[config.mk]
export PLATFORM = sky130hd
export DESIGN_NAME = lstep_ctrl
export DESIGN_NICKNAME = d
export VERILOG_FILES = /design/src/rtl/lstep_pkg.sv /design/src/rtl/lstep_ctrl.sv
export SDC_FILE = /design/constraint.sdc
export NUM_CORES = 1
export LEC_CHECK = 0
export BUFFER_PORTS_ARGS = -buffer_cell sky130_fd_sc_hd__buf_4
export CAP_MARGIN = 10
export CORE_MARGIN = 2
export CORE_UTILIZATION = 37
export DETAILED_ROUTE_END_ITERATION = 8
export PLACE_DENSITY_LB_ADDON = 0.15
export SYNTH_ARGS = -nofsm -noshare
export SYNTH_HDL_FRONTEND = slang
export SYNTH_SLANG_ARGS = --single-unit
[constraint.sdc]
create_clock -name clk -period 1.8 [get_ports clk]
set_input_delay 0.18 -clock clk [delete_from_list [all_inputs] [get_ports clk]]
set_output_delay 0.18 -clock clk [all_outputs]
set_load 0.01 [all_outputs]
[src/rtl/lstep_pkg.sv]
// Shared types and constants for the two-axis line stepper with speed ramp.
// Used by the interfaces, the controller, the datapath and the top level.
`default_nettype none

package lstep_pkg;

  localparam int POS_W     = 24;
  localparam int SPEED_W   = 16;
  localparam int CFG_W     = 24;
  localparam int PERIOD_W  = 24;
  localparam int CFG_IDX_W = 1;
  localparam int DELTA_W   = POS_W + 1;
  localparam int ERR_W     = POS_W + 3;
  localparam int LEN_W     = DELTA_W;
  localparam int SQ_W      = 2 * SPEED_W;
  localparam int RAMP_W    = SQ_W;
  localparam int DIVN_W    = LEN_W + RAMP_W;
  localparam int DIVD_W    = RAMP_W + 1;
  localparam int RAD_W     = SQ_W + 2;

  localparam logic [CFG_W-1:0] RAMP_INC_RESET   = 24'd2000;
  localparam logic [CFG_W-1:0] TIMER_RATE_RESET = 24'd1000000;

  typedef enum logic [CFG_IDX_W-1:0] {
    REG_RAMP_INC   = 1'b0,
    REG_TIMER_RATE = 1'b1
  } cfg_reg_t;

  typedef enum logic [1:0] {
    SQ_CRUISE,
    SQ_START,
    SQ_END,
    SQ_CUR
  } sq_sel_t;

  typedef enum logic [2:0] {
    DIV_ACC,
    DIV_DEC,
    DIV_SPLIT,
    DIV_PSTART,
    DIV_POF
  } div_sel_t;

  typedef enum logic [4:0] {
    ST_IDLE,
    ST_SQ_CRUISE,
    ST_SQ_START,
    ST_SQ_END,
    ST_ACC,
    ST_ACC_WAIT,
    ST_DEC,
    ST_DEC_WAIT,
    ST_SPLIT_MUL,
    ST_SPLIT,
    ST_SPLIT_WAIT,
    ST_PER_START,
    ST_RAMP,
    ST_ROOT,
    ST_ROOT_WAIT,
    ST_PER_OF,
    ST_PER_WAIT,
    ST_OUT
  } lstep_state_t;

  typedef struct packed {
    logic     load_move;
    logic     tick_idle;
    logic     tick_finish;
    logic     tick_step;
    logic     sq_en;
    sq_sel_t  sq_sel;
    logic     div_start;
    div_sel_t div_sel;
    logic     split_mul;
    logic     root_start;
  } lstep_cmd_t;

  typedef struct packed {
    logic busy;
    logic at_end;
    logic need_split;
    logic ramp_up;
    logic ramp_down;
    logic div_done;
    logic root_done;
  } lstep_status_t;

endpackage

`default_nettype wire

[src/rtl/lstep_ctrl.sv]
// Controller state machine: sequences move planning and tick processing.
// Depends on lstep_pkg; drives lstep_dp through the command struct.
`default_nettype none

module lstep_ctrl import lstep_pkg::*; (
  input  logic          clk,
  input  logic          rst,
  input  logic          in_valid,
  input  logic          in_mode,
  output logic          in_ready,
  output logic          out_valid,
  input  logic          out_ready,
  input  lstep_status_t status,
  output lstep_cmd_t    cmd
);

  lstep_state_t state;
  lstep_state_t state_next;

  always_ff @(posedge clk) begin
    if (rst) begin
      state <= ST_IDLE;
    end else begin
      state <= state_next;
    end
  end

  always_comb begin
    state_next = state;
    case (state)
      ST_IDLE: begin
        if (in_valid) begin
          if (!in_mode) begin
            state_next = ST_SQ_CRUISE;
          end else if (status.busy && !status.at_end) begin
            state_next = ST_RAMP;
          end else begin
            state_next = ST_OUT;
          end
        end
      end
      ST_SQ_CRUISE:  state_next = ST_SQ_START;
      ST_SQ_START:   state_next = ST_SQ_END;
      ST_SQ_END:     state_next = ST_ACC;
      ST_ACC:        state_next = ST_ACC_WAIT;
      ST_ACC_WAIT:   if (status.div_done) state_next = ST_DEC;
      ST_DEC:        state_next = ST_DEC_WAIT;
      ST_DEC_WAIT:   if (status.div_done) state_next = ST_SPLIT_MUL;
      // The deceleration length is only registered once the divider is done,
      // so the overlap test is made in the cycle after it.
      ST_SPLIT_MUL:  state_next = status.need_split ? ST_SPLIT : ST_PER_START;
      ST_SPLIT:      state_next = ST_SPLIT_WAIT;
      ST_SPLIT_WAIT: if (status.div_done) state_next = ST_PER_START;
      ST_PER_START:  state_next = ST_PER_WAIT;
      ST_RAMP: begin
        state_next = (status.ramp_up || status.ramp_down) ? ST_ROOT : ST_PER_OF;
      end
      ST_ROOT:       state_next = ST_ROOT_WAIT;
      ST_ROOT_WAIT:  if (status.root_done) state_next = ST_PER_OF;
      ST_PER_OF:     state_next = ST_PER_WAIT;
      ST_PER_WAIT:   if (status.div_done) state_next = ST_OUT;
      ST_OUT:        if (out_ready) state_next = ST_IDLE;
      default:       state_next = ST_IDLE;
    endcase
  end

  always_comb begin
    cmd       = '0;
    in_ready  = state == ST_IDLE;
    out_valid = state == ST_OUT;
    case (state)
      ST_IDLE: begin
        if (in_valid) begin
          if (!in_mode) begin
            cmd.load_move = 1'b1;
          end else if (!status.busy) begin
            cmd.tick_idle = 1'b1;
          end else if (status.at_end) begin
            cmd.tick_finish = 1'b1;
          end else begin
            cmd.tick_step = 1'b1;
          end
        end
      end
      ST_SQ_CRUISE: begin
        cmd.sq_en  = 1'b1;
        cmd.sq_sel = SQ_CRUISE;
      end
      ST_SQ_START: begin
        cmd.sq_en  = 1'b1;
        cmd.sq_sel = SQ_START;
      end
      ST_SQ_END: begin
        cmd.sq_en  = 1'b1;
        cmd.sq_sel = SQ_END;
      end
      ST_ACC: begin
        cmd.div_start = 1'b1;
        cmd.div_sel   = DIV_ACC;
      end
      ST_DEC: begin
        cmd.div_start = 1'b1;
        cmd.div_sel   = DIV_DEC;
      end
      ST_SPLIT_MUL: cmd.split_mul = 1'b1;
      ST_SPLIT: begin
        cmd.div_start = 1'b1;
        cmd.div_sel   = DIV_SPLIT;
      end
      ST_PER_START: begin
        cmd.div_start = 1'b1;
        cmd.div_sel   = DIV_PSTART;
      end
      ST_RAMP: begin
        cmd.sq_en  = 1'b1;
        cmd.sq_sel = SQ_CUR;
      end
      ST_ROOT: cmd.root_start = 1'b1;
      ST_PER_OF: begin
        cmd.div_start = 1'b1;
        cmd.div_sel   = DIV_POF;
      end
      default: ;
    endcase
  end

  // A tick taken while no move runs is answered on the very next cycle.
  a_idle_tick_fast: assert property (@(posedge clk) disable iff (rst)
    (in_valid && in_ready && in_mode && !status.busy) |=> out_valid)
    else $error("idle tick not answered at once");

  a_move_sets_busy: assert property (@(posedge clk) disable iff (rst)
    (in_valid && in_ready && !in_mode) |=> status.busy)
    else $error("move item did not start a move");

  a_root_needs_ramp: assert property (@(posedge clk) disable iff (rst)
    cmd.root_start |-> (status.ramp_up || status.ramp_down))
    else $error("square root started outside a ramp");

  a_div_done_waiting: assert property (@(posedge clk) disable iff (rst)
    status.div_done |-> (state == ST_ACC_WAIT || state == ST_DEC_WAIT ||
                         state == ST_SPLIT_WAIT || state == ST_PER_WAIT))
    else $error("divider finished while nothing waited for it");

endmodule

`default_nettype wire

Word-level counts from Yosys, hierarchy flattened
Index checks and enable logic that the tools add are counted.
{ "totals": {"in_bits": 12, "ff_bits": 5, "out_inout_bits": 15, "wordCells": 55} }
{ "classes": {"n_eq_ne": 24, "mux": 24, "n_reduce_logical": 6} }
{ "ops": {"columns": ["operator", "count"], "rows": [
  ["5-bit case mux with 17 select lines", 1],
  ["5-bit two-way mux", 9],
  ["5-bit by 4-bit == test with 1-bit output, second input constant", 8],
  ["5-bit by 3-bit == test with 1-bit output, second input constant", 4],
  ["4-bit case mux with 5 select lines", 1],
  ["2-bit inequality test, second input constant", 6],
  ["3-bit case mux with 4 select lines", 1],
  ["5-bit by 2-bit == test with 1-bit output, second input constant", 2],
  ["5-bit == test, second input constant", 2],
  ["4-bit two-way mux", 2],
  ["7-bit AND reduction", 1],
  ["1-bit two-way mux", 6],
  ["2-bit two-way mux", 3],
  ["5-bit by 1-bit == test with 1-bit output, second input constant", 1],
  ["5-bit zero test", 1],
  ["3-bit two-way mux", 1],
  ["2-bit by 1-bit inequality test with 1-bit output, second input constant", 1],
  ["2-bit OR reduction", 1],
  ["1-bit logical AND", 1],
  ["1-bit zero test", 1],
  ["1-bit logical OR", 1]
]} }

Longest topological paths before layout
{ "depth": {"word_depth": 6, "ltp_mapped": 7} }

Worst setup path before layout
Ideal clock, no wire load.
{ "synth_timing": {"path_kind": "register to register", "from": "register state[4]", "to": "register state[1]", "required_ps": 1697, "arrival_ps": 1694, "path_buffers": 2, "period_less_slack_ps": 1798, "path_slack_ps": 2, "stages_incl_launch_ff": 8, "cell_sequence": "dfxtp_1 buf_4 or3b_1 nor3_1 or4_1 buf_6 mux2i_1 a2111oi_2"} }
{ "synth_between": {"elab_chain_len": 3, "elab_cells_between_ends": 28, "cone_classes": "24 x eq/ne; 1 x mux; 3 x reduce/logical"} }
{ "synth_rtl": {"columns": ["element", "line", "text"], "rows": [
  ["start, declared", "lstep_ctrl.sv:17", "lstep_state_t state;"],
  ["start signal, assigned", "lstep_ctrl.sv:24", "state <= state_next;"],
  ["5-bit by 4-bit == test with 1-bit output, or another cell as far along", "lstep_ctrl.sv:30", "case (state)"],
  ["2-bit OR reduction (no source line), or another cell as far along", null, null],
  ["5-bit case mux with 17 select lines or 7-bit AND reduction (tied branches)", null, null]
]} }
Parallel ways exist; a longest one is shown, timed or not.
A chain may end at the register's enable or synchronous reset.

Worst setup path after layout
{ "layout_timing": {"from": "register state[3]", "to": "register state[1]"} }
Same word-level chain as after synthesis.

==> results_dict.tcl <==
set metrics [dict create \
    clock_latency_ns 0.23 \
    port_buffers 26 \
    grt_use_total 0.2014 \
    dp.final_hpwl_um 1304 \
    register_area_um2 111.4 \
    instances_no_fill 138 \
    crit_required_ns 1.93 \
    rr_worst_depth 5 \
    finClkSkew_ns 0.003369 \
    grt_max_degree 15 \
    reg2reg_slack_ns 0.02 \
    post-route-period-util 0.9864 \
    antenna_found_initial 0 \
    crit_path_cell_trace "or4bb_1 > a211oi_2 > or4_4 > mux2i_1 > a2111oi_2" \
    fp.dieW_um 43.57 \
    cts_root_buffer "clkbuf_4" \
    critPathMaxStageDelay_ns 0.50 \
    multiInputGateArea_um2 440.4 \
    cts_tree "built" \
    holdWs_ns 0.1388 \
    setup_viol 0 \
    synth_edf_count 0 \
    drive_above_1_share 0.4262 \
    r2r-start "state[3]" \
    outcome "completed" \
    fin_crit_ns 1.775 \
    grt_pass1_wl_um 2973 \
    worstHoldStart "rst" \
    p_leak_nw 0.3785 \
    hold_viol_final 0 \
    fin_setup_tns_ns 0 \
    start_util 0.3891 \
    syn_nets 100 \
    hold_depth 2 \
    wire_per_inst_um 12.30 \
    synth-seq-cells 5 \
    vias 786 \
    clock_path_buffers 2 \
    start_kind "flip-flop" \
    worst_ep_arrival_time_ns 1.91 \
    cts_num_sinks 5 \
    dieHeight_um 43.57 \
    largest_reg_flops 5 \
    powerDensity_nw_per_um2 1713 \
    rsz0062_at_grt "true" \
    core_area_um2 1489 \
    syn_inst 88 \
    regMostFlops "state" \
    viasPerCell 5.696 \
    reg_top3 "state: 5 flops" \
    gp_congestion 0.8378 \
    hold-path-endpoint "state[4]" \
    cts.clk_slew.worst_paths_ns 0.04 \
    synthToLayoutAreaGrowth_pct 54.43 \
    critPathSlowestCell "or4bb_1" \
    endpoint_kind "flip-flop" \
    avgSynthCellArea_um2 6.583 \
    ios 27 \
    route.met3.wl_um 122 \
    critical_path_class "reg -> reg" \
    overflow 0 \
    wl_met1_um 717 \
    drt_iter0_markers 18 \
    fillCellCount 159 \
    slew_viol_final 0 \
    async_flop_share 0 \
    synth_area_um2 579.3 \
    htreeDepth 1 \
    seq_area_frac_synth 0.1728 \
    wl_um 1698 \
    firstDrtPassIters 4 \
    slew_headroom 0.8255 \
    synth-main-ff-cell "dfxtp_1" \
    mostFrequentLayoutCell "buf_4" \
    diodes 0 \
    synth_warnings 0 \
    cp_max_fo 9 \
    fmax_ghz 0.5632 \
    hp-class "in -> reg" \
    ant_nets 0 \
    drcViolationCount 0 \
    synth_cell_type_count 29 \
    highest_layer "met4" \
    peakVddDrop_mv 0.9035 \
    tightest_slew_ns 0.2598 \
    num_rows 14 \
    ctsHoldBuffers 0 \
    maxCapViolCount 0 \
    dieArea_um2 1898 \
    dp.cells 134 \
    numCtsBuffers 3 \
    rr_endpoint "state[1]" \
    grt_pass1_vias 715 \
    final_nets 135 \
    wl_met2_um 836 \
    final_cell_mix "36 x buf_4, 11 x nor2_1, 9 x a21oi_1, 9 x nor3_1, 7 x nand2_1" \
]
[worst max-delay path by stage]
stage                        start       end  slack, ns  depth (start not counted)
after floorplan           state[4]  state[1]      0.002                          7
after detailed placement  state[0]  state[1]      -0.07                          6
after global placement    state[0]  state[1]      -0.04                          6
final                     state[3]  state[1]       0.02                          5
after CTS                 state[3]  state[1]      0.006                          6
after global routing      state[3]  state[1]      -0.06                          5
[report_power, final]
| group | leakage [nW] | switching [W] | total, W | internal [W] |
|---|---|---|---|---|
| combinational | 0.320 | 0.000589 | 0.00115 | 0.000558 |
| clock | 0.0150 | 0.0000402 | 0.000124 | 0.0000834 |
| sequential | 0.0436 | 0.0000814 | 0.000262 | 0.000181 |
[synth_stat cells (3+ instances only)]
master    count  area share
nand2_1       7       0.045
nor3_1        9       0.078
clkbuf_1      3       0.019
nand3_1       3       0.026
dfxtp_1       5        0.17
nor2_1       13       0.084
nand2b_1      3       0.032
a21oi_1       9       0.078
a211oi_1      4       0.052
inv_1         3       0.019
[layer usage]
layer,GRT usage,up-vias
met1,0.2645,352
li1,-,398
met4,0.06667,0
met2,0.3265,34
met5,0,-
met3,0.04167,2
[final cells by class]
type                    count  share of cell area
flip-flops and latches      5              0.1245
clock buffers               4             0.02937
repair buffers             37              0.3147
multi-input cells          72              0.4923
well taps                  16             0.02238
inverters                   4             0.01678
[cell families after synthesis]
family                 count (synthesis)  synth area share
AOI/OAI and AO/OA                     20            0.2333
DFF                                    5            0.1728
muxes                                  2           0.03456
and+or+nand+nor                       50            0.4644
buffers and inverters                 11           0.09503
[through the flow]
| stage | utilization | setup WS (ns) | instance area (um2) | power [W] |
|---|---|---|---|---|
| 2_1_floorplan | - | 0.002495 | 579.3 | 0.0009337 |
| 3_3_place_gp | 0.5622 | -0.04235 | 837.1 | 0.001332 |
| 3_5_place_dp | 0.5622 | -0.06625 | 837.1 | 0.001343 |
| 4_1_cts | 0.5882 | 0.005696 | 875.8 | 0.001511 |
| 5_1_grt | 0.6008 | -0.06076 | 894.6 | 0.001692 |
| 6_report | 0.6008 | 0.02456 | 894.6 | 0.001533 |
[critical path, delay by kind of cell, from the launching register on]
| family | cells | cell delay [ns] |
|---|---|---|
| DFF | 1 | 0.37 |
| AOI/OAI and AO/OA | 2 | 0.49 |
| muxes | 1 | 0.10 |
| and+or+nand+nor | 2 | 0.71 |
[repair_timing]
action | 4_1_cts | 5_1_grt
pin swaps | 1 | 5
gates resized for setup | 7 | 7
setup buffers | 0 | 1
endpoints found under the setup margin | 2 | 5
No activity file was read; power rests on OpenSTA's default activity.
